`config.mk`:
```
export PLATFORM = sky130hd
export DESIGN_NAME = rbst_back
export DESIGN_NICKNAME = d
export VERILOG_FILES = /design/src/rtl/ray_box_slab_test_unit_macros.svh /design/src/rtl/rbst_pkg.sv /design/src/rtl/rbst_back.sv
export SDC_FILE = /design/constraint.sdc
export NUM_CORES = 1
export LEC_CHECK = 0
export ABC_AREA = 1
export BUFFER_PORTS_ARGS = -buffer_cell sky130_fd_sc_hd__buf_2
export CAP_MARGIN = 5
export CORE_AREA = 2 2 348 350
export CTS_CLUSTER_SIZE = 12
export DETAILED_ROUTE_END_ITERATION = 12
export DIE_AREA = 0 0 350 352
export GPL_ROUTABILITY_DRIVEN = 0
export HOLD_SLACK_MARGIN = 0.06
export SLEW_MARGIN = 20
export SYNTH_ARGS = -nofsm -noshare
export SYNTH_HDL_FRONTEND = slang
export SYNTH_SLANG_ARGS = --single-unit
export TNS_END_PERCENT = 100
```
`constraint.sdc`:
```
create_clock -name clk_i -period 6.58 [get_ports clk_i]
set_input_delay 0.658 -clock clk_i [delete_from_list [all_inputs] [get_ports clk_i]]
set_output_delay 0.658 -clock clk_i [all_outputs]
set_load 0.02 [all_outputs]
```
`src/rtl/ray_box_slab_test_unit_macros.svh`:
```
// Assertion macros for the ray box slab test unit.
// Each macro expects clk_i and rst_ni in the scope where it is used.
`ifndef RAY_BOX_SLAB_TEST_UNIT_MACROS_SVH
`define RAY_BOX_SLAB_TEST_UNIT_MACROS_SVH

// Check that the consequent holds in the same cycle as the antecedent.
`define RBST_ASSERT_IMPL(label, ante, cons) \
  label: assert property (@(posedge clk_i) disable iff (!rst_ni) (ante) |-> (cons)) \
    else $error("rbst: %s failed", "label");

// Check that the consequent holds in the cycle after the antecedent.
`define RBST_ASSERT_NEXT(label, ante, cons) \
  label: assert property (@(posedge clk_i) disable iff (!rst_ni) (ante) |=> (cons)) \
    else $error("rbst: %s failed", "label");

`endif

```
`src/rtl/rbst_pkg.sv`:
```
// Shared types and constants for the ray box slab test unit.
// No dependencies.
package rbst_pkg;

  localparam int FRACTION_BITS_DEF = 16;
  localparam int NUM_AXES          = 3;
  localparam int NUM_LANES         = 2 * NUM_AXES;
  localparam int QUO_BITS          = 32;
  localparam int IN_BITS           = 12 * 32;
  localparam int OUT_BITS          = 72;

  localparam logic signed [31:0] SAT_MAX = 32'sh7FFF_FFFF;
  localparam logic signed [31:0] SAT_MIN = 32'sh8000_0000;

  typedef struct packed {
    logic [31:0] rem;
    logic [31:0] quo;
    logic [31:0] low;
    logic [31:0] dvs;
    logic        ovf;
    logic        neg;
  } rbst_lane_t;

  typedef struct packed {
    logic [NUM_AXES-1:0] dzero;
    logic [NUM_AXES-1:0] in_slab;
  } rbst_meta_t;

  typedef rbst_lane_t [NUM_LANES-1:0] rbst_lanes_t;

endpackage

```
`src/rtl/rbst_back.sv`:
```
// Output stages: saturate quotients, order slab crossings, reduce and test hit.
// Depends on rbst_pkg.
module rbst_back import rbst_pkg::*; (
  input  logic                clk_i,
  input  logic                rst_ni,
  input  logic                en_i,
  input  logic                valid_i,
  input  rbst_lanes_t         lanes_i,
  input  rbst_meta_t          meta_i,
  input  logic [30:0]         limit_i,
  output logic                valid_o,
  output logic [OUT_BITS-1:0] data_o
);

  function automatic logic signed [31:0] sat(rbst_lane_t l);
    logic signed [31:0] t;
    if (!l.neg) begin
      t = (l.ovf || l.quo[31]) ? SAT_MAX : $signed(l.quo);
    end else begin
      t = (l.ovf || l.quo > 32'h8000_0000) ? SAT_MIN : $signed(32'(-l.quo));
    end
    return t;
  endfunction

  logic signed [31:0] near_d [NUM_AXES];
  logic signed [31:0] far_d  [NUM_AXES];
  logic signed [31:0] near_q [NUM_AXES];
  logic signed [31:0] far_q  [NUM_AXES];
  logic               mid_valid_q, out_valid_q;
  logic signed [31:0] entry_d, exit_d;
  logic               hit_d;
  logic [OUT_BITS-1:0] data_d, data_q;

  always_comb begin
    for (int a = 0; a < NUM_AXES; a++) begin
      logic signed [31:0] t1, t2;
      t1 = sat(lanes_i[2*a]);
      t2 = sat(lanes_i[2*a + 1]);
      if (meta_i.dzero[a]) begin
        near_d[a] = meta_i.in_slab[a] ? SAT_MIN : SAT_MAX;
        far_d[a]  = meta_i.in_slab[a] ? SAT_MAX : SAT_MIN;
      end else begin
        near_d[a] = (t1 < t2) ? t1 : t2;
        far_d[a]  = (t1 < t2) ? t2 : t1;
      end
    end
  end

  always_comb begin
    entry_d = near_q[0];
    exit_d  = far_q[0];
    for (int a = 1; a < NUM_AXES; a++) begin
      if (near_q[a] > entry_d) entry_d = near_q[a];
      if (far_q[a] < exit_d)   exit_d  = far_q[a];
    end
    hit_d  = (exit_d >= entry_d) && (entry_d < $signed({1'b0, limit_i})) &&
             (exit_d > 32'sd0);
    data_d = {7'b0, exit_d, entry_d, hit_d};
  end

  always_ff @(posedge clk_i or negedge rst_ni) begin
    if (!rst_ni) begin
      mid_valid_q <= 1'b0;
      out_valid_q <= 1'b0;
    end else if (en_i) begin
      mid_valid_q <= valid_i;
      out_valid_q <= mid_valid_q;
    end
  end

  always_ff @(posedge clk_i) begin
    if (en_i) begin
      near_q <= near_d;
      far_q  <= far_d;
      data_q <= data_d;
    end
  end

  assign valid_o = out_valid_q;
  assign data_o  = data_q;

endmodule

```
# Yosys cells after proc, flatten, opt, wreduce, memory -nomap -nowiden
# Cells that the tools add are included.
# W data, S select, Z words.
[word_totals] regBits=259 in_bits=821
[op_classes] mux=40 n_addsub=6 order_cmp=16 n_reduce_logical=14
[op_table] cell="$mux W32" count=40
[op_table] cell="$gt A32 B32 Y1 const B" count=6
[op_table] cell="$lt A32 B32 Y1" count=6
[op_table] cell="$neg A32 Y32" count=6
[op_table] cell="$gt A32 B32 Y1" count=2
[op_table] cell="$ge A32 B32 Y1" count=1
[op_table] cell="$gt A32 B1 Y1 const B" count=1
[op_table] cell="$logic_or A1 B1 Y1" count=12
[op_table] cell="$logic_and A1 B1 Y1" count=2

# Logic depth before layout (Yosys ltp)
[logic_depth] depth_word=7 depth_mapped=48

# Worst setup path before layout
# OpenSTA, ideal clock, no wires.
[synth_path] path_kind="reg-to-reg" from="reg near_q[63] (netlist name)" to="reg data_q[0] (netlist: data_o[0]), data pin" slack_ps=872 path_stages_with_launch=40 required_time_ps=6323 setup_ps=257 t_arrival_ps=5451 path_cell_list="edfxtp_1 ha_1 nand4_1 nor3_1 nor4b_1 nand2_1 nand2_1 nand2_1 nand3_1 clkbuf_1 nand2_1 o21ai_0 ha_1 a21oi_1 o21ai_0 a21oi_1 nor2_1 o21ai_0 [4 not listed] nand2_1 clkinv_1 clkbuf_1 o21ai_0 inv_1 ha_1 a21oi_1 o21ai_0 nand3_1 nand2_1 nand3_1 a21oi_1 a211o_1 a211oi_1 xnor2_1 a21oi_1 nand2_1 a21oi_1"
[synth_between] elab_chain_cells=7 elab_cells_between_ends=8
[synth_lines] item="start: declaration" line="rbst_back.sv:27" text="logic signed [31:0] near_q [NUM_AXES];"
[synth_lines] item="start signal: assignment" line="rbst_back.sv:73" text="near_q <= near_d;"
[synth_lines] item="$gt A32 B32 Y1" line="rbst_back.sv:53" text="if (near_q[a] > entry_d) entry_d = near_q[a];"
[synth_lines] item="$mux W32 *" line="rbst_back.sv:53"
[synth_lines] item="$gt A32 B32 Y1" line="rbst_back.sv:53"
[synth_lines] item="$mux W32 *" line="rbst_back.sv:53"
[synth_lines] item="named net entry_d[3]" line="rbst_back.sv:30" text="logic signed [31:0] entry_d, exit_d;"
[synth_lines] item="$ge A32 B32 Y1 / $lt A32 B32 Y1 (equally long branches)" line="rbst_back.sv:56" text="hit_d = (exit_d >= entry_d) && (entry_d < $signed({1'b0, limit_i})) &&"
[synth_lines] item="$logic_and A1 B1 Y1 * (2 in a row)" line="rbst_back.sv:56"
[synth_lines] item="named net hit_d" line="rbst_back.sv:31" text="logic hit_d;"
[synth_lines] item="end signal: assignment" line="rbst_back.sv:75" text="data_q <= data_d;"
[synth_lines] item="end: declaration" line="rbst_back.sv:32" text="logic [OUT_BITS-1:0] data_d, data_q;"
# The timed path passes the listed nets; every way through them passes the cells marked *.
# A chain may end at the register's enable or synchronous reset.

# Worst setup path after layout
# Ends and elaborated chain as after synthesis.

==> metrics <==
CTS clk-pin slew, worst paths=0.06 ns; hpwl dp=93700 µm; crit share post-route=a little over nine tenths; Final Skew=between 0.02 and 0.025 ns; DR vias=27400; Area growth syn-to-layout=20.3%; setup violators final=0; register area=a little under 0.008 mm²; highest cell delay on the worst timing path=0.45 ns; Initial DRT Pass Iterations=6; WL final=110000 µm; RSZ-0062 raised after global routing=true; status=completed; post-synth cell types=59; max cap viols=0; most frequent cells in the layout=1140 x nand2_1, 507 x inv_1, 309 x buf_2, 286 x ha_1, 284 x nand3_1; CTS tree=done; Crit. End Element=flip-flop; Min Hold Slack=0.293 ns; Hold Crit Class=in2reg; top cell type's share of synthesized area=29.3%; Die H=352 µm; io pins=894; arrival time worst endpoint=6.62 ns; fin. max-slew vios=0; CTS buffer count=29; Slowest cell on crit path=edfxtp_1; Syn Inst Count=3806; Core Util, Final=26.5%; CP Launch Type=flip-flop; Rows=127; number of synthesized register bits=259; synth top area cells=edfxtp_1 29%, nand2_1 16%, ha_1 14%, inv_1 7.3%, nand3_1 5.4%; post-DR vias/cell=between 4 and 5; leading cell type in the layout, fill and taps excluded=nand2_1; CTS max path bufs=3; nets=5272; Slew HR=30.0%; worst skew pair latency=0.59 ns; largest net degree at the start of global routing=175; first-pass GRT wire length=around 160000 µm; total power=roughly 0.011 W; DR WL/cell=18.9 µm; Seq/Total Area, Yosys=29.5%; max frequency=161 MHz; multi-input logic area=0.0162 mm²; IO Port Bufs=310; Power Density=343 mW/mm²; final hold vios=0; Detail Route Antenna Nets=0; vias in the first global route=approximately 25000; final critical-path required period=between 6 and 7 ns; worst slew pin tran=1.05 ns; Core ar.=~0.12 mm²; total track usage=17.2%; Filler cells=13200; share of cells above drive strength 1=14.4%; Max IR drop VDD=0.237 mV; DRC=0; root buffer cell=clkbuf_16; Synth Area per Inst=6.92 µm²; post-synth top area cell=edfxtp_1; Post-Syn Area=0.0263 mm²; CTS sink count=259; yosys warns=0; Die Wd=around 350 µm; initial antenna violation count=65; gr ovfl total=0; Required @ worst endpoint=7.00 ns; cell repeated most along the worst path=nand2_1; Die ar.=0.123 mm²; DR iter-0 viols=between 2000 and 3000; htree depth=1; Critical Setup Path Class=reg2reg; Initial Util=approximately 22%; CP max FO=30; leakage power=15.2 nW; reg-to-reg setup timing slack=roughly 0.38 ns
==> synth_stat cells, drive strengths merged <==
master / instances
nor4b: 1
o311ai: 1
a2111oi: 3
o2bb2ai: 1
or3: 2
o21ai: 278
buf: 62
xor2: 72
a211oi: 16
o22ai: 20
clkbuf: 77
o41ai: 2
nand4: 46
o31a: 2
conb: 1
o31ai: 13
nor3: 68
a221oi: 5
nand3: 289
a211o: 1
a21boi: 2
edfxtp: 257
a21oi: 199
o221a: 4
clkinv: 6
nand3b: 8
nor3b: 8
a31oi: 24
nor4: 20
ha: 287
o221ai: 32
or2: 10
inv: 515
and3: 1
nor2: 264
o21a: 25
and2: 2
o211ai: 6
nand2: 1157
xnor2: 17
dfrtp: 2
==> worst max-delay path, delay by kind of cell, from the launching register on <==
family                     cells  cell delay [ns]
xor gates and xnor gates       2             0.30
and+or+nand+nor               18             1.85
adders and majority gates      3             0.96
AOI/OAI and AO/OA             11             1.58
buffers and inverters          6             0.90
DFF                            1             0.45
==> metrics by stage <==
step / cells / setup TNS [ns] / instance area (µm²) / setup slack (ns)
final: 5827 / 0 / 31700 / 0.376
after global routing: 5804 / -0.0826 / 31600 / -0.0826
after CTS: 5789 / 0 / 31300 / 0.0525
after detailed placement: 5741 / -0.151 / 30400 / -0.151
after global placement: 5741 / -0.150 / 30400 / -0.150
after floorplan: 3812 / 0 / 26300 / 0.872
==> logic make-up (layout without fill, tap and decap cells) <==
family	after synthesis	in the layout	share of synthesized area, %
buffers and inverters	660	1028	9.96
AO/OA/AOI/OAI	634	634	13.7
flip-flops	259	259	29.5
XOR/XNOR	89	89	2.96
adder cells (fa/ha/maj)	287	287	13.6
AND/OR/NAND/NOR	1876	1876	30.2
other	1	42	0.0142
==> cell type report <==
cell class,instances,share of cell area (%)
diodes,35,0.277
inverters,521,6.18
multi-input cells,2893,51.0
well taps,1612,6.37
repair buffers,460,8.89
clock inverters,11,0.336
clock buffers,36,2.38
flip-flops and latches,259,24.5
==> state kept, by name, summed over array words and instances (netlist names) <==
signal	count
mid_valid_q	1
valid_o	1
data_o	65
far_q	96
near_q	96
==> metal layers <==
metal	share of wire, %	GRT usage [%]	routed length [µm]	up-vias
li1	-	-	-	13500
met1	40	21.6	44500	12600
met2	45	27.3	49400	1067
met3	10	5.16	11500	184
met4	4.1	7.31	4470	40
met5	0.23	0	255	-
==> report_power, final <==
group | total (W) | internal, W | switching [W]
Sequential | 0.00256 | 0.00236 | 0.000199
Combinational | 0.00676 | 0.00255 | 0.00422
Clock | 0.00152 | 0.000849 | 0.000676
Total | 0.0108 | 0.00576 | 0.00509
==> worst paths after layout <==
kind,depth (start not counted),endpoint,from
setup reg to reg,40,data_o[0],near_q[63]
setup / recovery,40,data_o[0],near_q[63]
max in group asynchronous,2,mid_valid_q,rst_ni
min in group asynchronous,2,valid_o,rst_ni
hold reg to reg,2,valid_o,mid_valid_q
hold / removal,3,mid_valid_q,valid_i
==> what timing repair did <==
action | in CTS | in global routing
endpoints found under the hold margin | 2 | 0
pin swaps | 0 | 5
buffers inserted | 0 | 2
gates cloned | 0 | 1
gates resized for setup | 22 | 70
hold buffers | 1 | 0
endpoints found under the setup margin | 1 | 1
(Power assumes the default switching activity.)
