<file path="src/rtl/ray_box_slab_test_unit_macros.svh">
// Assertion macros for the ray box slab test unit.
// Each macro expects clk_i and rst_ni in the scope where it is used.
`ifndef RAY_BOX_SLAB_TEST_UNIT_MACROS_SVH
`define RAY_BOX_SLAB_TEST_UNIT_MACROS_SVH

// Check that the consequent holds in the same cycle as the antecedent.
`define RBST_ASSERT_IMPL(label, ante, cons) \
  label: assert property (@(posedge clk_i) disable iff (!rst_ni) (ante) |-> (cons)) \
    else $error("rbst: %s failed", "label");

// Check that the consequent holds in the cycle after the antecedent.
`define RBST_ASSERT_NEXT(label, ante, cons) \
  label: assert property (@(posedge clk_i) disable iff (!rst_ni) (ante) |=> (cons)) \
    else $error("rbst: %s failed", "label");

`endif

</file>
<file path="src/rtl/rbst_pkg.sv">
// Shared types and constants for the ray box slab test unit.
// No dependencies.
package rbst_pkg;

  localparam int FRACTION_BITS_DEF = 16;
  localparam int NUM_AXES          = 3;
  localparam int NUM_LANES         = 2 * NUM_AXES;
  localparam int QUO_BITS          = 32;
  localparam int IN_BITS           = 12 * 32;
  localparam int OUT_BITS          = 72;

  localparam logic signed [31:0] SAT_MAX = 32'sh7FFF_FFFF;
  localparam logic signed [31:0] SAT_MIN = 32'sh8000_0000;

  typedef struct packed {
    logic [31:0] rem;
    logic [31:0] quo;
    logic [31:0] low;
    logic [31:0] dvs;
    logic        ovf;
    logic        neg;
  } rbst_lane_t;

  typedef struct packed {
    logic [NUM_AXES-1:0] dzero;
    logic [NUM_AXES-1:0] in_slab;
  } rbst_meta_t;

  typedef rbst_lane_t [NUM_LANES-1:0] rbst_lanes_t;

endpackage

</file>
<file path="src/rtl/rbst_front.sv">
// Input stage: slab differences, magnitudes, overflow, zero-direction and in-slab flags.
// Depends on rbst_pkg.
module rbst_front import rbst_pkg::*; #(
  parameter int FRACTION_BITS = FRACTION_BITS_DEF
) (
  input  logic               clk_i,
  input  logic               rst_ni,
  input  logic               en_i,
  input  logic               valid_i,
  input  logic [IN_BITS-1:0] data_i,
  output logic               valid_o,
  output rbst_lanes_t        lanes_o,
  output rbst_meta_t         meta_o
);

  localparam int NW = 33 + FRACTION_BITS;

  function automatic rbst_lane_t prep(logic signed [31:0] b, logic signed [31:0] o,
                                      logic signed [31:0] d);
    logic signed [32:0]   diff;
    logic [32:0]          mag;
    logic [NW-1:0]        num;
    logic [NW-33:0]       hi;
    rbst_lane_t           l;
    diff  = {b[31], b} - {o[31], o};
    mag   = diff[32] ? 33'(-diff) : 33'(diff);
    num   = {{FRACTION_BITS{1'b0}}, mag} << FRACTION_BITS;
    hi    = num[NW-1:32];
    l.dvs = d[31] ? 32'(-d) : 32'(d);
    l.rem = 32'(hi);
    l.ovf = 32'(hi) >= l.dvs;
    l.low = num[31:0];
    l.quo = '0;
    l.neg = diff[32] ^ d[31];
    return l;
  endfunction

  rbst_lanes_t lanes_d, lanes_q;
  rbst_meta_t  meta_d, meta_q;
  logic        valid_q;

  always_comb begin
    for (int a = 0; a < NUM_AXES; a++) begin
      logic signed [31:0] o, d, lo, hi;
      o  = data_i[32*a +: 32];
      d  = data_i[32*(3+a) +: 32];
      lo = data_i[32*(6+a) +: 32];
      hi = data_i[32*(9+a) +: 32];
      lanes_d[2*a]     = prep(lo, o, d);
      lanes_d[2*a + 1] = prep(hi, o, d);
      meta_d.dzero[a]   = (d == 32'sd0);
      meta_d.in_slab[a] = (o >= lo && o <= hi) || (o >= hi && o <= lo);
    end
  end

  always_ff @(posedge clk_i or negedge rst_ni) begin
    if (!rst_ni) begin
      valid_q <= 1'b0;
    end else if (en_i) begin
      valid_q <= valid_i;
    end
  end

  always_ff @(posedge clk_i) begin
    if (en_i) begin
      lanes_q <= lanes_d;
      meta_q  <= meta_d;
    end
  end

  assign valid_o = valid_q;
  assign lanes_o = lanes_q;
  assign meta_o  = meta_q;

endmodule

</file>
<file path="config.mk">
export PLATFORM = sky130hd
export DESIGN_NAME = rbst_front
export DESIGN_NICKNAME = d
export VERILOG_FILES = /design/src/rtl/ray_box_slab_test_unit_macros.svh /design/src/rtl/rbst_pkg.sv /design/src/rtl/rbst_front.sv
export SDC_FILE = /design/constraint.sdc
export NUM_CORES = 1
export LEC_CHECK = 0
export BUFFER_PORTS_ARGS = -buffer_cell sky130_fd_sc_hd__buf_2
export CAP_MARGIN = 20
export CORE_AREA = 2 2 463 465
export CTS_BUF_LIST = sky130_fd_sc_hd__clkbuf_4 sky130_fd_sc_hd__clkbuf_8
export DETAILED_ROUTE_END_ITERATION = 8
export DIE_AREA = 0 0 465 467
export PLACE_DENSITY_LB_ADDON = 0.1
export SYNTH_ARGS = -nofsm -noshare
export SYNTH_HDL_FRONTEND = slang
export SYNTH_SLANG_ARGS = --single-unit
</file>
<file path="constraint.sdc">
create_clock -name clk_i -period 1.5 [get_ports clk_i]
set_input_delay 0.15 -clock clk_i [delete_from_list [all_inputs] [get_ports clk_i]]
set_output_delay 0.15 -clock clk_i [all_outputs]
set_load 0.02 [all_outputs]
</file>
### Word level (Yosys, flattened, before mapping)

Index checks and enable logic that the tools add are counted.

| operators by class | value |
|---|---|
| add/sub/neg operators | 15 |
| magnitude comparators | 18 |
| mux-type cells | 9 |
| bitwise gates (word level) | 6 |
| reductions and logical operators | 12 |

Operators with widths:

| cell | count |
|---|---|
| 33-bit two-way mux | 6 |
| 33-bit negation | 6 |
| 32-bit by 32-bit subtractor with 33-bit output | 6 |
| 17-bit by 32-bit >= comparator with 1-bit output | 6 |
| 32-bit >= comparator | 6 |
| 32-bit <= comparator | 6 |
| 32-bit zero test | 3 |
| 32-bit two-way mux | 3 |
| 32-bit negation | 3 |
| 1-bit logical AND | 6 |
| 1-bit bitwise XOR | 6 |
| 1-bit logical OR | 3 |

| word-level totals | value |
|---|---|
| register bits | 313 |
| bits of input ports | 388 |
| output and inout port bits | 787 |
| word-level logic and storage cells | 90 |

### Logic depth before layout (Yosys ltp)

Gate-level depths: netlist (run 1).

| logic depth | value |
|---|---|
| depth after elaboration | 4 |
| gate-level depth with buffers | 27 |
| mapped depth without buffers | 27 |

### Least setup slack after synthesis (run 1)

Ideal clock, no wire load.

| timing | value |
|---|---|
| kind | input to register |
| start point | input data_i[4] |
| end point | register lanes_q (netlist bit lanes_o[131]), data pin |
| arrival time | 4805 ps |
| required time | 1245 ps |
| path slack | -3560 ps |
| stages on the path | 25 |
| buffers on the path | 0 |
| path through | inv_1 -> ha_1 -> and2_1 -> a221oi_1 -> a211oi_1 -> or2_2 -> or4_1 -> nand3_1 -> nand3b_1 -> nor4_1 -> nor4b_2 -> a21oi_1 -> xor2_1 -> ha_1 -> a21o_1 -> a21o_1 -> a21o_1 -> a21oi_1 -> nor2b_1 -> o21ai_0 -> nand2b_1 -> a21oi_1 -> o31ai_1 -> a21oi_1 -> nor2_1 |

RTL lines:

| item | RTL line | text |
|---|---|---|
| start: declaration | rbst_front.sv:10 | `input logic [IN_BITS-1:0] data_i,` |
| end signal: assignment | rbst_front.sv:66 | `lanes_q <= lanes_d;` |
| end: declaration | rbst_front.sv:38 | `rbst_lanes_t lanes_d, lanes_q;` |

==> impl_metrics.env, run 1 <==
export IMPL_synth_mux_area_share_pct=0.358
export IMPL_ios=1175
export IMPL_finalNetCount=6878
export IMPL_synth_top_family_by_area="compound AO/OA/AOI/OAI gates"
export IMPL_area_growth_pct=80.6
export IMPL_tns_ns=-301.29
export IMPL_start_util_pct=15.5
export IMPL_synth_xor_area_share_pct=11.4
export IMPL_whs_ns=-0.169
export IMPL_synth_top_area_share_pct=28.5
export IMPL_startpoint_type="primary input"
export IMPL_hp_start="data_i[180]"
export IMPL_cts_buffer_depth=3
export IMPL_min_period_ns=4.16
export IMPL_first_pass_iters=7
export IMPL_fin_area_sq_um=59300
export IMPL_required_ns=2.04
export IMPL_clk_pin_slew_ns=0.06
export IMPL_fmax_ghz=0.240
export IMPL_pwr_density_cell_nw_per_um2=955
export IMPL_die_area_sq_um=217000
export IMPL_placed_area_sq_um=52000
export IMPL_setup_violations=487
export IMPL_outcome="complete, but fails checks"
export IMPL_synth_most_common_cell="buf_4"
export IMPL_min_path_cells=3
export IMPL_drive_gt1_share_pct=53.6
export IMPL_grt_setup_unrepaired="true"
export IMPL_relSlewSlack_pct=61.9
export IMPL_route_detailed_drc=0
export IMPL_r2r_end="valid_o"
export IMPL_critPathMaxFanout=5
export IMPL_synth_compound_area_share_pct=18.0
export IMPL_r2r_start="valid_o"
export IMPL_path_common_cell="a21o_1"
export IMPL_gp_congestion=0.855
export IMPL_ys_top_cells_by_count="buf_4 (474), edfxtp_1 (312), ha_1 (309)"
export IMPL_avgSynthCellArea_sq_um=8.83
export IMPL_synth_simple_area_share_pct=15.0
export IMPL_synth_fa_ha_area_share_pct=12.1
export IMPL_die_h_microns=467
export IMPL_ys_ff_latch=313
export IMPL_synth_flop_cell="edfxtp_1"
export IMPL_hold_end="lanes_o[672]"
export IMPL_numPortBuffers=796
export IMPL_dp_hpwl_mm=154
export IMPL_yosysSeqAreaShare_pct=28.6
export IMPL_syn_inst=3716
export IMPL_setup_worst_path_end_class="flop"
export IMPL_synthArstFlopShare_pct=0.319
export IMPL_p_leak_nw=27.1
export IMPL_post_place_ws_ns=-3.75
export IMPL_synth_edf_count=312
export IMPL_core_area_sq_um=212000
export IMPL_ir_drop_v=0.000690
export IMPL_hold_class="in -> reg"
export IMPL_drt_wl_total_mm=176
export IMPL_finalWorstSetupSlack_ns=-2.66
export IMPL_slowest_stage="or3_4"
export IMPL_die_w_microns=465
export IMPL_syn_area_sq_um=32800
export IMPL_crit_arrival_ns=4.71
export IMPL_overflow=0
export IMPL_avgRoutedWirePerCell_microns=19.5
export IMPL_grt_pass1_vias=36086
export IMPL_cts_buffers=74
export IMPL_yosys_warnings=0
export IMPL_cts_sink_count=313
export IMPL_rows=169
export IMPL_crit_type="in -> reg"
export IMPL_vias=35172
export IMPL_synthTopCellsByArea="edfxtp_1 (29%), ha_1 (12%), buf_4 (11%)"
export IMPL_slowest_delay_ns=0.33
export IMPL_grt_pass1_wl_mm=247
export IMPL_reg2reg_slack_ns=0.22
export IMPL_post_route_period_util_pct=278
export IMPL_fin_skew_ns=0
export IMPL_yosysTopAreaCell="edfxtp_1"
export IMPL_postRouteAntennaNets=0
export IMPL_via_per_inst=3.88
export IMPL_max_cap_violations=0
export IMPL_htree_levels=3
export IMPL_cts_tree="done"
export IMPL_antenna_found_initial=26
export IMPL_yosys_cell_types_count=87
export IMPL_root_buffer="clkbuf_8"
export IMPL_hold_viol=37
export IMPL_clk_latency_ns=0.78
export IMPL_drv_slew=0
export IMPL_violations="negative hold slack, negative setup slack"
export IMPL_tightest_slew_ns=0.568
export IMPL_r2r_cells=2
export IMPL_drt_initial_drc_count=1322
export IMPL_grt_start_max_net_pins=34
export IMPL_track_usage_pct=15.6
## worst max-delay path, delay by kind of cell
kind	cells	cell delay, ns
simple gates	3	0.48
xor+xnor	1	0.15
fa+ha+maj	2	0.47
compound gates	15	2.65
buf+inv	6	0.78
## logic make-up (layout without fill, tap and decap cells)
kind of cell    count (synthesis)  count (layout)
fa+ha+maj                     315             315
other cells                     1             390
buf+inv                       786            2924
mux                            11              11
xor+xnor                      425             425
flops                         313             313
compound gates                911             911
simple gates                  954             954
## metal layers
| layer | vias up | track usage, % | routed length (microns) |
|---|---|---|---|
| li1 | 17494 | - | - |
| met1 | 16597 | 19.4 | 76700 |
| met2 | 919 | 27.8 | 88100 |
| met3 | 148 | 2.59 | 7820 |
| met4 | 14 | 3.73 | 3570 |
| met5 | - | 0 | 84 |
## state kept, by name, indices dropped and copies added, names as in the netlist
name	count
valid_o	1
meta_o	6
lanes_o	306
## power by group
group | switching (mW) | total (mW) | internal [mW]
clock | 5.03 | 11.7 | 6.71
combinational | 17.3 | 32.2 | 14.9
sequential | 0.808 | 12.7 | 11.9
total | 23.1 | 56.6 | 33.5
## placed cells by master, fill, tap and decap left out, drive strengths merged, types with 19 or more instances in the layout
master / n
buf: 2496
conb: 378
edfxtp: 312
ha: 309
xnor2: 269
a21oi: 247
nand2: 241
inv: 226
nor2: 207
o21ai: 200
xor2: 155
a21o: 98
clkbuf: 88
nand4: 73
dlygate4sd3: 71
nand3: 60
nor3: 54
nand2b: 53
o31ai: 51
nor2b: 47
a31oi: 42
o21a: 39
nor4: 37
or3: 34
o21bai: 31
clkinv: 30
a211oi: 29
o211ai: 25
or4: 24
and2: 23
o41ai: 23
and3: 22
or2: 19
## timing repair
| item | CTS | global route |
|---|---|---|
| pin swaps | 207 | 189 |
| hold buffers | 70 | 1 |
| hold endpoints to repair | 334 | 47 |
| setup buffers | 133 | 97 |
| gates cloned | 0 | 0 |
| gates resized for setup | 442 | 254 |
| endpoints found under the setup margin | 660 | 682 |
## area by class of cell
class	instances	area [sq um]
clock inverters	45	494
fillers	22847	152000
well taps	2821	3530
inverters	224	997
clock buffers	87	1120
repair buffers	2568	18300
diodes	12	30.0
multi-input cells	2994	25400
flip-flops and latches	313	9390
## worst max-delay path by stage
stage,startpoint,to,slack [ns],cells after the start
global placement,data_i[64],lanes_o[651],-3.88,26
global route,data_i[2],lanes_o[1],-2.81,27
finish,data_i[2],lanes_o[1],-2.66,27
floorplan,data_i[2],lanes_o[131],-2.97,25
detailed placement,data_i[64],lanes_o[651],-3.75,26
CTS,data_i[320],lanes_o[391],-2.61,25
## metrics by stage
step                      utilization [%]  total power, mW  std cells  hold slack (ns)
after detailed placement             24.6             42.0       8678          -0.0736
after global routing                 28.0             60.5       9059           -0.254
final                                28.0             56.6       9064           -0.169
after floorplan                         -             27.8       4093           -0.146
after global placement               24.6             42.1       8678          -0.0748
after CTS                            27.2             56.9       8992           -0.308
Note: power is estimated with default switching activity, not from simulation.
==> run 2, diff against run 1 <==
--- a/config.mk
+++ b/config.mk
@@ -8,7 +8,7 @@
 export BUFFER_PORTS_ARGS = -buffer_cell sky130_fd_sc_hd__buf_2
 export CAP_MARGIN = 20
 export CORE_AREA = 2 2 463 465
-export CTS_BUF_LIST = sky130_fd_sc_hd__clkbuf_4 sky130_fd_sc_hd__clkbuf_8
+export CTS_BUF_LIST = sky130_fd_sc_hd__clkbuf_4 sky130_fd_sc_hd__clkbuf_8 sky130_fd_sc_hd__clkbuf_16
 export DETAILED_ROUTE_END_ITERATION = 8
 export DIE_AREA = 0 0 465 467
 export PLACE_DENSITY_LB_ADDON = 0.1
==> run 2 against run 1 <==
Combinational power barely moved. Utilization fell by 0.11 points. Setup slack got worse by 0.14 ns. Clock power barely moved. The flow still finishes with violations (negative hold slack, negative setup slack). Routed wire length fell by 0.68%. Hold slack improved by 0.14 ns. Die area did not move. Clock skew did not move.
==> impl_metrics.env, run 2 (synthesis gave the netlist of run 1 again) <==
export IMPL_finalNonFillerCells=8984
export IMPL_finalWorstSetupSlack_ns=-2.80
export IMPL_largest_reg_flops=306
export IMPL_met2_length_mm=86.7
export IMPL_core_area_sq_um=212000
export IMPL_via_per_inst=3.87
export IMPL_post_route_util_pct=27.9
export IMPL_track_usage_pct=15.4
export IMPL_multi_input_area_sq_um=25500
export IMPL_route_met3_wl_mm=7.63
export IMPL_cts_sink_count=313
export IMPL_numPortBuffers=796
export IMPL_clk_latency_ns=0.65
export IMPL_crit_arrival_ns=4.73
export IMPL_fin_skew_ns=0
export IMPL_critPathMaxFanout=5
export IMPL_drive_gt1_share_pct=54.1
export IMPL_dp_hpwl_mm=154
export IMPL_placed_area_sq_um=52000
export IMPL_wl_met1_mm=76.2
export IMPL_clk_pin_slew_ns=0.06
export IMPL_rows=169
export IMPL_reg2reg_slack_ns=0.77
export IMPL_antenna_found_initial=28
export IMPL_grt_start_max_net_pins=34
export IMPL_drv_slew=0
export IMPL_vias=34800
export IMPL_p_leak_nw=26.9
export IMPL_final_cell_mix="buf_4 (1584), buf_2 (771), conb_1 (378), edfxtp_1 (312), ha_1 (251)"
export IMPL_crit_type="in -> reg"
export IMPL_setup_worst_path_end_class="flop"
export IMPL_r2r_start="valid_o"
export IMPL_post_place_ws_ns=-3.75
export IMPL_min_period_ns=4.30
export IMPL_postRouteAntennaNets=0
export IMPL_overflow=0
export IMPL_finalNetCount=6816
export IMPL_first_pass_iters=5
export IMPL_fin_area_sq_um=59100
export IMPL_tns_ns=-316.80
export IMPL_whs_ns=-0.0302
export IMPL_post_route_period_util_pct=287
export IMPL_violations="negative hold slack, negative setup slack"
export IMPL_route_detailed_drc=0
export IMPL_setup_violations=285
export IMPL_relSlewSlack_pct=59.4
export IMPL_die_area_sq_um=217000
export IMPL_fmax_ghz=0.232
export IMPL_grt_pass1_vias=35610
export IMPL_drt_initial_drc_count=1275
export IMPL_ios=1175
export IMPL_die_w_microns=465
export IMPL_cts_buffers=48
export IMPL_pwr_density_cell_nw_per_um2=960
export IMPL_hold_viol=2
export IMPL_ir_drop_v=0.000766
export IMPL_gp_congestion=0.855
export IMPL_cts_buffer_depth=3
export IMPL_hold_class="in -> reg"
export IMPL_required_ns=1.93
export IMPL_layout_commonest_cell="buf_4"
export IMPL_cts_tree="done"
export IMPL_start_util_pct=15.5
export IMPL_htree_levels=2
export IMPL_power_mw=56.7
export IMPL_ff_latch_area_sq_um=9390
export IMPL_max_cap_violations=0
export IMPL_avgRoutedWirePerCell_microns=19.5
export IMPL_fill_cells=22845
export IMPL_top_layer="met5"
export IMPL_hp_start="data_i[180]"
export IMPL_startpoint_type="primary input"
export IMPL_die_h_microns=467
export IMPL_grt_setup_unrepaired="true"
export IMPL_crit_path_start="data_i[2]"
export IMPL_dpl_cell_count=8678
export IMPL_root_buffer="clkbuf_16"
export IMPL_tightest_slew_ns=0.603
export IMPL_outcome="complete, but fails checks"
export IMPL_grt_pass1_wl_mm=245
export IMPL_area_growth_pct=79.9
export IMPL_drt_wl_total_mm=175
run 2: cell types whose count changed in the layout (fill, tap and decap cells not counted), moves of 7 or more:
cell	previous run	this run
inv_1	195	185
dlygate4sd3_1	71	31
clkbuf_4	13	6
clkbuf_8	75	0
ha_1	259	251
clkbuf_16	0	48
ha_4	47	55
clkinv_1	18	8
buf_4	1577	1584
inv_2	11	18
run 2: layer usage:
| layer | global-route usage [%] | vias up |
|---|---|---|
| li1 | - | 17358 |
| met1 | 19.3 | 16408 |
| met2 | 27.4 | 895 |
| met3 | 2.40 | 127 |
| met4 | 3.88 | 12 |
| met5 | 0 | - |
run 2: repair_timing:
action	CTS	global route
hold buffers	30	1
pin swaps	198	181
hold endpoints to repair	49	7
endpoints found under the setup margin	378	339
setup buffers	131	109
gates resized for setup	431	305
run 2: worst max-delay path, stage by stage:
cell and delay [ns]:
buf_6 0.08, clkinvlp_4 0.13, buf_4 0.17, buf_6 0.11, ha_4 0.21, o21a_1 0.17, o31a_1 0.16, o2111a_2 0.32
o211a_1 0.24, or3_1 0.33, a211oi_2 0.22, buf_4 0.15, nand4_1 0.10, buf_6 0.17, o31ai_4 0.19, xnor2_2 0.15
ha_1 0.26, a21o_1 0.18, a21o_1 0.17, a21o_1 0.16, a21o_1 0.15, a21o_1 0.16, a21oi_2 0.11, nor2b_1 0.05
o2111ai_1 0.20, a211o_1 0.16, a21oi_1 0.06
run 2: path summary, 6_finish.rpt:
check	endpoint	depth (start not counted)
setup reg to reg	valid_o	1
hold reg to reg	valid_o	1
hold / removal	lanes_o[672]	3
min in group asynchronous	valid_o	3
max in group asynchronous	valid_o	3
setup / recovery	lanes_o[1]	27
run 2: final cells by class:
| type | instances | area share [%] |
|---|---|---|
| clock buffers | 54 | 2.11 |
| diodes | 13 | 0.0551 |
| inverters | 224 | 1.72 |
| clock inverters | 33 | 0.578 |
| flip-flops and latches | 313 | 15.9 |
| multi-input cells | 2994 | 43.3 |
| repair buffers | 2532 | 30.4 |
| well taps | 2821 | 5.98 |
run 2: where the power goes:
| group | internal [mW] | switching [mW] |
|---|---|---|
| Sequential | 11.9 | 0.803 |
| Clock | 6.86 | 4.90 |
| Combinational | 14.9 | 17.3 |
| Total | 33.6 | 23.0 |
