### src/rtl/ray_box_slab_test_unit_macros.svh
// Assertion macros for the ray box slab test unit.
// Each macro expects clk_i and rst_ni in the scope where it is used.
`ifndef RAY_BOX_SLAB_TEST_UNIT_MACROS_SVH
`define RAY_BOX_SLAB_TEST_UNIT_MACROS_SVH

// Check that the consequent holds in the same cycle as the antecedent.
`define RBST_ASSERT_IMPL(label, ante, cons) \
  label: assert property (@(posedge clk_i) disable iff (!rst_ni) (ante) |-> (cons)) \
    else $error("rbst: %s failed", "label");

// Check that the consequent holds in the cycle after the antecedent.
`define RBST_ASSERT_NEXT(label, ante, cons) \
  label: assert property (@(posedge clk_i) disable iff (!rst_ni) (ante) |=> (cons)) \
    else $error("rbst: %s failed", "label");

`endif

### src/rtl/rbst_pkg.sv
// Shared types and constants for the ray box slab test unit.
// No dependencies.
package rbst_pkg;

  localparam int FRACTION_BITS_DEF = 16;
  localparam int NUM_AXES          = 3;
  localparam int NUM_LANES         = 2 * NUM_AXES;
  localparam int QUO_BITS          = 32;
  localparam int IN_BITS           = 12 * 32;
  localparam int OUT_BITS          = 72;

  localparam logic signed [31:0] SAT_MAX = 32'sh7FFF_FFFF;
  localparam logic signed [31:0] SAT_MIN = 32'sh8000_0000;

  typedef struct packed {
    logic [31:0] rem;
    logic [31:0] quo;
    logic [31:0] low;
    logic [31:0] dvs;
    logic        ovf;
    logic        neg;
  } rbst_lane_t;

  typedef struct packed {
    logic [NUM_AXES-1:0] dzero;
    logic [NUM_AXES-1:0] in_slab;
  } rbst_meta_t;

  typedef rbst_lane_t [NUM_LANES-1:0] rbst_lanes_t;

endpackage

### src/rtl/rbst_div_cell.sv
// One restoring division step for all six lanes; passes state to the next cell.
// Depends on rbst_pkg.
module rbst_div_cell import rbst_pkg::*; (
  input  logic        clk_i,
  input  logic        rst_ni,
  input  logic        en_i,
  input  logic        valid_i,
  input  rbst_lanes_t lanes_i,
  input  rbst_meta_t  meta_i,
  output logic        valid_o,
  output rbst_lanes_t lanes_o,
  output rbst_meta_t  meta_o
);

  function automatic rbst_lane_t step(rbst_lane_t l);
    logic [32:0] rem2;
    logic        qbit;
    rbst_lane_t  r;
    r    = l;
    rem2 = {l.rem, l.low[31]};
    qbit = rem2 >= {1'b0, l.dvs};
    r.rem = qbit ? 32'(rem2 - {1'b0, l.dvs}) : rem2[31:0];
    r.quo = {l.quo[30:0], qbit};
    r.low = {l.low[30:0], 1'b0};
    return r;
  endfunction

  rbst_lanes_t lanes_d, lanes_q;
  rbst_meta_t  meta_q;
  logic        valid_q;

  always_comb begin
    for (int i = 0; i < NUM_LANES; i++) begin
      lanes_d[i] = step(lanes_i[i]);
    end
  end

  always_ff @(posedge clk_i or negedge rst_ni) begin
    if (!rst_ni) begin
      valid_q <= 1'b0;
    end else if (en_i) begin
      valid_q <= valid_i;
    end
  end

  always_ff @(posedge clk_i) begin
    if (en_i) begin
      lanes_q <= lanes_d;
      meta_q  <= meta_i;
    end
  end

  assign valid_o = valid_q;
  assign lanes_o = lanes_q;
  assign meta_o  = meta_q;

endmodule

### config.mk
export PLATFORM = sky130hd
export DESIGN_NAME = rbst_div_cell
export DESIGN_NICKNAME = d
export VERILOG_FILES = /design/src/rtl/ray_box_slab_test_unit_macros.svh /design/src/rtl/rbst_pkg.sv /design/src/rtl/rbst_div_cell.sv
export SDC_FILE = /design/constraint.sdc
export NUM_CORES = 1
export LEC_CHECK = 0
export ABC_AREA = 1
export BUFFER_PORTS_ARGS = -buffer_cell sky130_fd_sc_hd__buf_4
export CAP_MARGIN = 20
export CORE_AREA = 2 2 614 616
export DETAILED_ROUTE_END_ITERATION = 8
export DIE_AREA = 0 0 616 618
export PLACE_DENSITY = 0.3
export SLEW_MARGIN = 20
export SYNTH_ARGS = -nofsm -noshare
export SYNTH_HDL_FRONTEND = slang
export SYNTH_SLANG_ARGS = --single-unit
### constraint.sdc
create_clock -name clk_i -period 1 [get_ports clk_i]
set_clock_uncertainty 0.05 [all_clocks]
set_input_delay 0.1 -clock clk_i [delete_from_list [all_inputs] [get_ports clk_i]]
set_output_delay 0.1 -clock clk_i [all_outputs]
set_load 0.01 [all_outputs]
## Word level (Yosys, flattened, before mapping)

Cells that the tools add are included.

| cells by class | value |
|---|---|
| add/sub/neg operators | 6 |
| order comparisons | 6 |
| multiplexer cells | 6 |

Operator list:

| cell | number |
|---|---|
| 33-bit by 32-bit >= comparator with 1-bit output | 6 |
| 32-bit 2-to-1 mux | 6 |
| 32-bit subtractor | 6 |

| word-level totals | value |
|---|---|
| bits in registers | 781 |
| bits of input ports | 790 |
| output and inout port bits | 787 |
| logic and storage cells | 57 |

## Depth between registers and ports, before layout

Gate-level depths: netlist of run 1.

| logic depth | value |
|---|---|
| word-level depth | 2 |
| mapped depth | 16 |
| gate-level depth less buffers | 15 |

## Worst setup path after synthesis of run 1

Ideal clock, no wire load.

| timing path | value |
|---|---|
| path type | in2reg |
| from | input port lanes_i[656] (netlist name) |
| to | register lanes_q, in the netlist lanes_o[770], data pin |
| setup time | 252 ps |
| data arrival time | 1478 ps |
| required time | 698 ps |
| setup slack | -780 ps |
| stages on the path | 14 |
| path buffers | 1 |
| cells stage by stage | inv_1 ha_1 nand2_1 nand2_1 nand3b_2 nand2_2 nand2_4 nand2_4 nand2_4 nand2_4 nand2_8 buf_6 nand2_1 nand2_1 |

RTL lines:

| what | line | RTL |
|---|---|---|
| start: declaration | rbst_div_cell.sv:8 | `input rbst_lanes_t lanes_i,` |
| end signal: assignment | rbst_div_cell.sv:48 | `lanes_q <= lanes_d;` |
| end: declaration | rbst_div_cell.sv:28 | `rbst_lanes_t lanes_d, lanes_q;` |

==> flow_summary_export.csv, run 1 <==
group,metric,value,unit
floorplanning,top_level_ports,1577,
floorplanning,die_area,0.3807,mm²
power_and_ir_drop,ir_worst_vdd,1.201,mV
floorplanning,initial_utilization,11.37,%
power_and_ir_drop,power_frac_comb,33.5,%
power_and_ir_drop,total_switching_power,39450,µW
final_layout,layout-drive-gt1-share,46.96,%
grt,grt_antenna_before_repair,99,
sta,min_period,1895,ps
synth,netlist-cell-type-count,36,
setup_path,r2r.worst_path.cells,1,
synth,synth_flop_cell,"sky130_fd_sc_hd__edfxtp_1",
final_layout,finalNetCount,9728,
synth,synth-async-reset-ratio,0.1280,%
sta,timing.fmax,527.6,MHz
floorplanning,floorplan_core_area,0.3741,mm²
clock_tree,clk-insertion-delay-late,830,ps
detailed_routing,drt-vias-per-instance,3.435,
power_and_ir_drop,leakage,0.04308,µW
setup_path,critPathLaunch,"lanes_i[292]",
run_status,violations,"hold timing, setup timing",
synth,synth_seq_area_share,55.11,%
placement,dpl-instance-area,0.07051,mm²
floorplanning,die_height,618,µm
power_and_ir_drop,sequentialPowerShare,33.9,%
clock_tree,numCtsBuffers,112,
clock_tree,cts.root.buffer_cell,"sky130_fd_sc_hd__clkbuf_16",
setup_path,critical_r2r_capture,"valid_o",
sta,setup-violations-final,1116,
detailed_routing,postRouteAntennaNets,0,
flow_run,cap_violations,0,
placement,place_congestion,0.8648,
power_and_ir_drop,share_of_power_burned_in_the_clock_network,32.6,%
sta,period_share,189.5,%
grt,grt_first_pass_wirelength,394.7,mm
final_layout,final_util,25.40,%
placement,pre_cts_slack,-1495,ps
clock_tree,clkSlewWorstSetupHoldPaths,60,ps
synth,netlist_top_cells_area,"sky130_fd_sc_hd__edfxtp_1, sky130_fd_sc_hd__nand2_1, sky130_fd_sc_hd__inv_1",
run_status,run_status,"finished, violations left",
setup_path,slowest_delay,600,ps
floorplanning,placementRows,225,
synth,ys_seq_elements,781,
synth,number_of_flops_mapped_to_enable_cells_by_yosys,780,
floorplanning,die_width,616,µm
setup_path,path_cells,"buf_4 -> dlygate4sd3_1 -> inv_4 -> ha_4 -> inv_2 -> o21bai_2 -> nand2_1 -> nand2_2 -> a21oi_2 -> nand2_2 -> nor2_4 -> nand2_8 -> buf_4 -> nand3_2 -> nand2_1",
sta,fin_tns_setup,-576860,ps
sta,rsz0062_at_grt,"yes",
final_layout,stdcell_area,0.09505,mm²
detailed_routing,via_count,47580,
detailed_routing,route.detailed.wl_per_inst,21.85,µm
clock_tree,tritoncts,"built",
detailed_routing,drt_pass1_iterations,8,
clock_tree,ctsHtreeMaxLevel,3,
setup_path,timing.critical_path.slowest_stage_cell,"sky130_fd_sc_hd__dlygate4sd3_1",
setup_path,worst-endpoint-required,1500,ps
grt,global_route.overflow_total,0,
power_and_ir_drop,p_sw_share,31.90,%
setup_path,timing.critical_path.to,"lanes_o[375]",
grt,grt_max_degree,52,
synth,mappedNetlistArea,0.04255,mm²
clock_tree,cts.path.max_buffers,4,
setup_path,worst-endpoint-arrival,2400,ps
setup_path,path_class,"input pin to flop",
sta,layout_setup_ws,-895.5,ps
grt,grt.total_usage,14.79,%
placement,post-dp-hpwl,248.0,mm
setup_path,timing.critical_path.from_type,"input pin",
synth,synth_cells,4791,
power_and_ir_drop,totalPowerFinal,123700,µW
synth,post_synth.cell_area_avg,8.880,µm²
synth,yosys_warnings,0,
setup_path,critical_path.endpoint_type,"flop",
synth,synth_top_area_share,55.05,%
setup_path,ff2ff_setup_slack,190,ps
sta,timing_hold_violations_final,52,
setup_path,critical_path_peak_fanout,7,
setup_path,worst_r2r_startpoint,"valid_o",
grt,first_global_vias,48790,
worst_hold_path,min_path_type,"input pin to flop",
sta,hold_ws,-591.6,ps
placement,portBuffers,1564,
final_layout,area_delta_synth_final,123.4,%
power_and_ir_drop,internal_power,84200,µW
clock_tree,clock-sinks,781,
synth,yosys.area.top_type,"sky130_fd_sc_hd__edfxtp_1",
sta,report.final.slew_viol_count,0,
detailed_routing,detail_route.iter0.violations,2288,
detailed_routing,drc,0,
power_and_ir_drop,power_density,1301,mW/mm²
detailed_routing,routed_wire_length,302.7,mm
-- through the flow --
step / cells / hold WS, ps
4_1_cts: 13610 / -711.5
6_report: 13850 / -591.6
5_1_grt: 13830 / -663.9
3_5_place_dp: 12190 / -173.1
3_3_place_gp: 12190 / -174.3
2_1_floorplan: 4796 / -245.6
-- cell families (layout without fill, tap and decap cells) --
| family | after synthesis | count (layout) | synth area share [%] |
|---|---|---|---|
| compound gates | 136 | 136 | 1.670 |
| xor+xnor | 84 | 84 | 1.729 |
| fa+ha+maj | 198 | 198 | 5.929 |
| buf+inv | 1010 | 5024 | 9.499 |
| flops | 781 | 781 | 55.11 |
| mux | 1 | 1 | 0.02647 |
| other cells | 1 | 44 | 0.008814 |
| simple gates | 2580 | 2589 | 26.03 |
-- cells in the mapped netlist, types with 31 or more instances --
master                     instances
sky130_fd_sc_hd__nand3_2          36
sky130_fd_sc_hd__edfxtp_1        780
sky130_fd_sc_hd__a21oi_1         118
sky130_fd_sc_hd__nor3_1           37
sky130_fd_sc_hd__nand2_2          31
sky130_fd_sc_hd__nor2_1          234
sky130_fd_sc_hd__nand2_1        1761
sky130_fd_sc_hd__nand3_1         344
sky130_fd_sc_hd__xor2_1           77
sky130_fd_sc_hd__buf_2            40
sky130_fd_sc_hd__inv_1           939
sky130_fd_sc_hd__ha_1            192
-- registers in the layout (all words and copies together), names as in the netlist --
name,cells
valid_o,1
lanes_o,774
meta_o,6
-- placed cells by master (no fill, tap or decap), types with 24 or more instances in the layout --
cell type,synthesis,layout
sky130_fd_sc_hd__buf_4,6,1853
sky130_fd_sc_hd__dlygate4sd3_1,0,1273
sky130_fd_sc_hd__nand2_1,1761,1268
sky130_fd_sc_hd__edfxtp_1,780,780
sky130_fd_sc_hd__inv_1,939,730
sky130_fd_sc_hd__buf_6,12,636
sky130_fd_sc_hd__nand2_2,31,377
sky130_fd_sc_hd__nand3_1,344,189
sky130_fd_sc_hd__ha_4,0,186
sky130_fd_sc_hd__nand3_2,36,160
sky130_fd_sc_hd__nand2_4,19,156
sky130_fd_sc_hd__inv_2,7,155
sky130_fd_sc_hd__nor2_1,234,149
sky130_fd_sc_hd__clkbuf_16,0,140
sky130_fd_sc_hd__a21oi_1,118,76
sky130_fd_sc_hd__xor2_1,77,71
sky130_fd_sc_hd__buf_12,4,62
sky130_fd_sc_hd__nor2_4,5,61
sky130_fd_sc_hd__nor2_2,25,54
sky130_fd_sc_hd__diode_2,0,38
sky130_fd_sc_hd__inv_4,0,37
sky130_fd_sc_hd__a21oi_2,0,36
sky130_fd_sc_hd__nand3_4,0,31
sky130_fd_sc_hd__nand2_8,5,24
sky130_fd_sc_hd__buf_8,2,24
-- how the worst min path moves through the flow --
| stage | startpoint | endpoint | cells past startpoint |
|---|---|---|---|
| 5_1_grt | lanes_i[672] | lanes_o[672] | 1 |
| 3_3_place_gp | rst_ni | valid_o | 1 |
| 2_1_floorplan | rst_ni | valid_o | 0 |
| 3_5_place_dp | rst_ni | valid_o | 1 |
| 4_1_cts | lanes_i[16] | lanes_o[16] | 1 |
| 6_report | lanes_i[672] | lanes_o[672] | 1 |
-- area by class of cell --
class                      instances  area, µm²
clock inverter                    70      714.4
clock buffer                     123       2844
tap                             4994       6248
multi-input combinational       3014      21690
inverter                         946       3774
sequential                       781      23450
antenna                           38      95.09
timing repair buffer            3885      36240
fill                           40450     279100
-- critical path: cells and delay by family --
kind | cells | cell delay, ps
AOI/OAI and AO/OA | 2 | 210
adders and majority gates | 1 | 220
buffers and inverters | 5 | 1010
and+or+nand+nor | 7 | 820
-- power by group through the flow --
stage | Sequential, µW | Clock (µW) | Combinational (µW)
final | 41900 | 40300 | 41400
after global routing | 42200 | 43200 | 44500
after CTS | 41900 | 42200 | 37800
after detailed placement | 42100 | 0 | 32300
after global placement | 42100 | 0 | 32400
after floorplan | 43100 | 0 | 10500
-- timing repair --
action                                  CTS  global route
endpoints found under the hold margin  1384           256
buffers inserted                          0           124
pin swaps                                 0           401
cloned                                    0            40
setup endpoints to repair               979           987
hold buffers                           1227           241
resized for setup                       560          1234
-- routing by layer --
metal  vias to the layer above  track usage, %  routed length [µm]
li1                      23150               -                   -
met1                     22810           16.56              118300
met2                      1265           28.35              160500
met3                       307           3.467               17270
met4                        50           2.550                6238
met5                         -               0                 335
Note: power is estimated with default switching activity, not from simulation.
==> run 2, diff against run 1 <==
--- a/config.mk
+++ b/config.mk
@@ -8,9 +8,9 @@
 export ABC_AREA = 1
 export BUFFER_PORTS_ARGS = -buffer_cell sky130_fd_sc_hd__buf_4
 export CAP_MARGIN = 20
-export CORE_AREA = 2 2 614 616
+export CORE_AREA = 5 5 607 609
 export DETAILED_ROUTE_END_ITERATION = 8
-export DIE_AREA = 0 0 616 618
+export DIE_AREA = 0 0 612 614
 export PLACE_DENSITY = 0.3
 export SLEW_MARGIN = 20
 export SYNTH_ARGS = -nofsm -noshare
==> constraint.sdc (replaced) <==
create_clock -name clk_i -period 1.7 [get_ports clk_i]
set_clock_uncertainty 0.05 [all_clocks]
set_input_delay 0.17 -clock clk_i [delete_from_list [all_inputs] [get_ports clk_i]]
set_output_delay 0.17 -clock clk_i [all_outputs]
set_load 0.01 [all_outputs]
==> flow_summary_export.csv, run 2 (same netlist as run 1, synthesis figures left out) <==
group,metric,value,unit
setup_path,worst-endpoint-arrival,2480,ps
final_layout,fill_cells,39590,
sta,worst_slew_margin_rel,62.93,%
floorplanning,die_width,612,µm
placement,portBuffers,1564,
grt,global_route.overflow_total,0,
grt,grt_antenna_before_repair,96,
floorplanning,initial_utilization,11.76,%
clock_tree,clock-sinks,781,
run_status,violations,"hold timing, setup timing",
sta,worst_slew_pin_slew,556.1,ps
placement,post-dp-hpwl,243.3,mm
final_layout,finalNetCount,9538,
detailed_routing,drc,0,
setup_path,timing.critical_path.slowest_stage_cell,"sky130_fd_sc_hd__dlygate4sd3_1",
sta,report.final.slew_viol_count,0,
sta,layout_setup_ws,-275.5,ps
final_layout,layout-drive-gt1-share,39.05,%
setup_path,path_cells,"buf_4 -> dlygate4sd3_1 -> ha_4 -> nand2_1 -> nor2_4 -> nand2_2 -> nor2_4 -> nand3_1 -> nand3_2 -> nor2_4 -> buf_4 -> buf_16 -> nand3_2 -> nand2_1",
clock_tree,numCtsBuffers,114,
sta,timing_hold_violations_final,34,
setup_path,critical_path_peak_fanout,26,
sta,setup-violations-final,246,
final_layout,multi_input_comb_area,0.01904,mm²
detailed_routing,detail_route.iter0.violations,2097,
sta,timing.fmax,506.2,MHz
power_and_ir_drop,leakage,0.04108,µW
floorplanning,die_area,0.3758,mm²
run_status,run_status,"finished, violations left",
floorplanning,floorplan_core_area,0.3617,mm²
floorplanning,placementRows,221,
final_layout,final_util,24.61,%
clock_tree,clkSlewWorstSetupHoldPaths,50,ps
final_layout,most_frequent_standard_cell_in_the_layout_excluding_fill_and_tap_cells,"sky130_fd_sc_hd__buf_4",
final_layout,area_delta_synth_final,109.2,%
detailed_routing,postRouteAntennaNets,0,
grt,first_global_vias,48340,
sta,fin_tns_setup,-32590,ps
setup_path,timing.critical_path.from_type,"input pin",
final_layout,layout_common_cells,"sky130_fd_sc_hd__buf_4, sky130_fd_sc_hd__nand2_1, sky130_fd_sc_hd__dlygate4sd3_1",
detailed_routing,routed_wire_length,291.0,mm
setup_path,timing.critical_path.mode_cell,"sky130_fd_sc_hd__nor2_4",
power_and_ir_drop,ir_worst_vdd,0.8394,mV
setup_path,slowest_delay,610,ps
sta,min_period,1976,ps
clock_tree,cts.path.max_buffers,4,
final_layout,largest_reg_flops,774,
setup_path,critical_path.endpoint_type,"flop",
flow_run,cap_violations,0,
floorplanning,top_level_ports,1577,
clock_tree,clk-insertion-delay-late,840,ps
sta,rsz0062_at_grt,"yes",
final_layout,final-seq-area,0.02345,mm²
detailed_routing,drt-vias-per-instance,3.428,
final_layout,final-instance-count-excl-fill,13450,
power_and_ir_drop,power_density,789.1,mW/mm²
floorplanning,die_height,614,µm
grt,grt.total_usage,14.52,%
grt,grt_max_degree,55,
grt,grt_first_pass_wirelength,384.3,mm
clock_tree,cts.root.buffer_cell,"sky130_fd_sc_hd__clkbuf_16",
sta,period_share,116.2,%
setup_path,worst-endpoint-required,2200,ps
clock_tree,ctsHtreeMaxLevel,3,
detailed_routing,via_count,46110,
placement,place_congestion,0.8501,
worst_hold_path,min_path_type,"input pin to flop",
placement,number_of_cells_in_the_design_after_placement,11940,
setup_path,path_class,"input pin to flop",
clock_tree,tritoncts,"built",
detailed_routing,route.detailed.wl_per_inst,21.63,µm
detailed_routing,drt_pass1_iterations,5,
sta,hold_ws,-399.1,ps
==> run 2: cell types whose count changed in the layout (fill, tap and decap cells not counted), sizes merged, moves of 18 or more <==
cell         previous run  this run
buf                  2578      2461
clkbuf                156       138
diode                  38        19
dlygate4sd3          1273      1227
==> run 2: final timing paths <==
kind / cells after the start / to / slack [ps] / startpoint
max in group asynchronous: 4 / valid_o / 790 / rst_ni
min in group asynchronous: 4 / valid_o / 700 / rst_ni
worst max-delay path: 14 / lanes_o[624] / -280 / lanes_i[630]
worst min register to register: 2 / valid_o / 1050 / valid_o
worst min-delay path: 3 / lanes_o[628] / -400 / lanes_i[627]
worst max register to register: 2 / valid_o / 320 / valid_o
==> run 2: area by class of cell <==
cell class | instances | share of cell area [%]
repair buffers | 3694 | 37.40
flip-flops and latches | 781 | 26.34
multi-input cells | 3013 | 21.39
well taps | 4794 | 6.739
inverters | 946 | 4.051
clock buffers | 133 | 3.285
clock inverters | 73 | 0.7408
diodes | 19 | 0.05341
==> run 2: report_power, final <==
part | internal, µW | switching [µW]
combinational | 11100 | 10900
sequential | 23500 | 1030
clock | 13600 | 10100
total | 48200 | 22100
==> run 2: per-stage QoR <==
step	area, µm²	setup slack [ps]	hold slack [ps]	total power, µW
after floorplan	45560	-90.33	-175.6	31460
after detailed placement	69620	-800.7	-103.6	43540
final	89010	-275.5	-399.1	70240
after global placement	69620	-830.2	-103.3	43650
after CTS	87100	-313.7	-611.9	71420
after global routing	88980	-257.8	-474.0	74170
==> run 2: routing by layer <==
| layer | wire [µm] | vias up | track usage, % | part of all wire, % |
|---|---|---|---|---|
| met4 | 6272 | 44 | 2.678 | 2.2 |
| met5 | 239 | - | 0 | 0.082 |
| met2 | 155500 | 1070 | 28.01 | 53 |
| li1 | - | 22730 | - | - |
| met1 | 112900 | 21930 | 16.17 | 39 |
| met3 | 16020 | 333 | 3.362 | 5.5 |
==> run 2: timing repair <==
action                                  CTS  global route
endpoints found under the hold margin  1121           195
cloned                                    0            13
buffers inserted                          0            47
hold buffers                           1226           190
pin swaps                                 0           106
gates resized for setup                 431           300
setup endpoints to repair               459           521
==> run 2: critical path: cells and delay by family <==
| kind | cells | cell delay, ps |
|---|---|---|
| buf+inv | 4 | 1030 |
| fa+ha+maj | 1 | 310 |
| simple gates | 9 | 920 |
==> run 3, diff against run 2 <==
==> constraint.sdc (replaced) <==
create_clock -name clk_i -period 1.7 [get_ports clk_i]
set_clock_uncertainty 0.05 [all_clocks]
set_input_delay 0.17 -clock clk_i [delete_from_list [all_inputs] [get_ports clk_i]]
set_output_delay 0.17 -clock clk_i [all_outputs]
set_load 0.02 [all_outputs]
==> flow_summary_export.csv, run 3 (same netlist as run 1, synthesis figures left out) <==
group,metric,value,unit
detailed_routing,drc,0,
setup_path,worst-endpoint-arrival,2470,ps
setup_path,r2r.worst_path.cells,2,
detailed_routing,drt-vias-per-instance,3.431,
power_and_ir_drop,p_sw_share,32.71,%
setup_path,path_class,"input pin to flop",
sta,setup-violations-final,252,
sta,worst_slew_pin_slew,557.8,ps
grt,grt.total_usage,14.52,%
setup_path,critical_path.endpoint_type,"flop",
detailed_routing,drt_pass1_iterations,7,
floorplanning,die_height,614,µm
power_and_ir_drop,sequentialPowerShare,34.2,%
sta,report.final.slew_viol_count,0,
sta,hold_ws,-354.6,ps
placement,portBuffers,1564,
setup_path,critical_r2r_capture,"valid_o",
floorplanning,die_width,612,µm
worst_hold_path,min_path_type,"input pin to flop",
power_and_ir_drop,share_of_power_burned_in_the_clock_network,33.0,%
clock_tree,tritoncts,"built",
power_and_ir_drop,power_frac_comb,32.8,%
worst_hold_path,worstHoldStart,"lanes_i[771]",
run_status,violations,"hold timing, setup timing",
final_layout,largest_reg_flops,774,
power_and_ir_drop,internal_power,48300,µW
final_layout,multi_input_comb_area,0.01908,mm²
setup_path,cp.buffers_inverters,4,
grt,grt_first_pass_wirelength,384.4,mm
setup_path,worst_path_dominant_cell_family,"buffers and inverters",
power_and_ir_drop,total_switching_power,23480,µW
clock_tree,numCtsBuffers,114,
final_layout,area_delta_synth_final,109.7,%
sta,timing_hold_violations_final,32,
clock_tree,clk-insertion-delay-late,840,ps
sta,rsz0062_at_grt,"yes",
clock_tree,clock-sinks,781,
placement,place_congestion,0.8501,
detailed_routing,detail_route.iter0.violations,2101,
clock_tree,ctsHtreeMaxLevel,3,
setup_path,timing.critical_path.slowest_stage_cell,"sky130_fd_sc_hd__dlygate4sd3_1",
final_layout,finalNetCount,9532,
setup_path,path_cells,"buf_4 -> dlygate4sd3_1 -> ha_4 -> nand2_2 -> nor2_4 -> nand2_2 -> nor2_4 -> nand3_1 -> nand3_2 -> nor2_4 -> buf_4 -> buf_16 -> nand3_2 -> nand2_1",
final_layout,final-seq-area,0.02345,mm²
final_layout,layout_common_cells,"sky130_fd_sc_hd__buf_4, sky130_fd_sc_hd__nand2_1, sky130_fd_sc_hd__dlygate4sd3_1",
detailed_routing,postRouteAntennaNets,0,
floorplanning,placementRows,221,
sta,period_share,115.8,%
run_status,run_status,"finished, violations left",
clock_tree,cts.path.max_buffers,4,
grt,grt_antenna_before_repair,96,
sta,timing.fmax,507.8,MHz
sta,layout_setup_ws,-269.3,ps
setup_path,timing.critical_path.mode_cell,"sky130_fd_sc_hd__nor2_4",
floorplanning,initial_utilization,11.76,%
floorplanning,floorplan_core_area,0.3617,mm²
power_and_ir_drop,ir_worst_vdd,0.8460,mV
sta,worst_slew_margin_rel,62.81,%
sta,fin_tns_setup,-33880,ps
setup_path,timing.critical_path.from_type,"input pin",
detailed_routing,route.detailed.wl_per_inst,21.65,µm
sta,min_period,1969,ps
final_layout,most_frequent_standard_cell_in_the_layout_excluding_fill_and_tap_cells,"sky130_fd_sc_hd__buf_4",
flow_run,cap_violations,0,
grt,grt_max_degree,55,
final_layout,layout-drive-gt1-share,39.10,%
power_and_ir_drop,leakage,0.04112,µW
floorplanning,top_level_ports,1577,
placement,post-dp-hpwl,243.3,mm
final_layout,fill_cells,39550,
worst_hold_path,min_to,"lanes_o[772]",
power_and_ir_drop,power_density,804.3,mW/mm²
clock_tree,clkSlewWorstSetupHoldPaths,50,ps
power_and_ir_drop,totalPowerFinal,71780,µW
floorplanning,die_area,0.3758,mm²
clock_tree,cts.root.buffer_cell,"sky130_fd_sc_hd__clkbuf_16",
setup_path,worst_r2r_startpoint,"valid_o",
detailed_routing,routed_wire_length,291.2,mm
setup_path,slowest_delay,620,ps
detailed_routing,via_count,46150,
worst_hold_path,whs_path_depth,3,
grt,first_global_vias,48380,
setup_path,worst-endpoint-required,2200,ps
grt,global_route.overflow_total,0,
setup_path,ff2ff_setup_slack,320,ps
setup_path,critical_path_peak_fanout,26,
## run 3: cell count changes in the layout (fill, tap and decap cells not counted), moves of 6 or more
cell	change
sky130_fd_sc_hd__buf_4	-60
sky130_fd_sc_hd__buf_6	+53
sky130_fd_sc_hd__nand2_2	+7
sky130_fd_sc_hd__nand2_1	-6
## run 3: cell type report
type | count | share of cell area (%)
Clock buffer | 133 | 3.277
Timing Repair Buffer | 3687 | 37.50
Inverter | 946 | 4.041
Sequential cell | 781 | 26.28
Tap cell | 4794 | 6.722
Antenna cell | 21 | 0.05889
Multi-Input combinational cell | 3014 | 21.38
Clock inverter | 73 | 0.7389
## run 3: how the worst max path moves through the flow
stage	startpoint	to	slack, ps	cells past startpoint
global route	lanes_i[626]	lanes_o[645]	-260	14
detailed placement	lanes_i[527]	lanes_o[635]	-800	13
global placement	lanes_i[527]	lanes_o[635]	-830	13
CTS	lanes_o[245]	lanes_o[245]	-330	1
finish	lanes_i[627]	lanes_o[624]	-270	14
floorplan	lanes_i[674]	lanes_o[770]	-90	12
## run 3: power by group through the flow
stage	registers, µW	logic, µW	clock network [µW]
CTS	24600	23400	25000
global placement	24700	20300	0
floorplan	26800	6100	0
finish	24500	23500	23700
detailed placement	24700	20200	0
global route	24700	25400	25600
## run 3: tightest hold or removal path: cells and delay by family
| family | cells | cell delay [ps] |
|---|---|---|
| and+or+nand+nor | 2 | 100 |
| buffers and inverters | 1 | 110 |
## run 3: per-stage QoR
| step | setup slack, ps | utilization [%] | hold slack, ps | cells | cell area (µm²) |
|---|---|---|---|---|---|
| after global routing | -256.3 | 24.66 | -439.3 | 13440 | 89200 |
| after CTS | -327.9 | 24.16 | -611.9 | 13380 | 87380 |
| after floorplan | -90.33 | - | -175.6 | 4796 | 45560 |
| final | -269.3 | 24.67 | -354.6 | 13450 | 89230 |
| after global placement | -830.2 | 19.25 | -103.3 | 11940 | 69620 |
| after detailed placement | -800.7 | 19.25 | -103.6 | 11940 | 69620 |
## run 3: what timing repair did
action,in CTS,in global routing
cloned,0,14
pin swaps,0,97
endpoints found under the hold margin,1121,198
buffers inserted,0,43
gates resized for setup,502,289
hold buffers,1228,193
endpoints found under the setup margin,508,579
## run 3: metal layers
metal,wire (µm),up-vias,track usage (%),share of wire (%)
li1,-,22720,-,-
met1,112600,21960,16.17,39
met3,16450,325,3.376,5.6
met5,253,-,0,0.087
met4,6320,46,2.761,2.2
met2,155600,1098,27.98,53
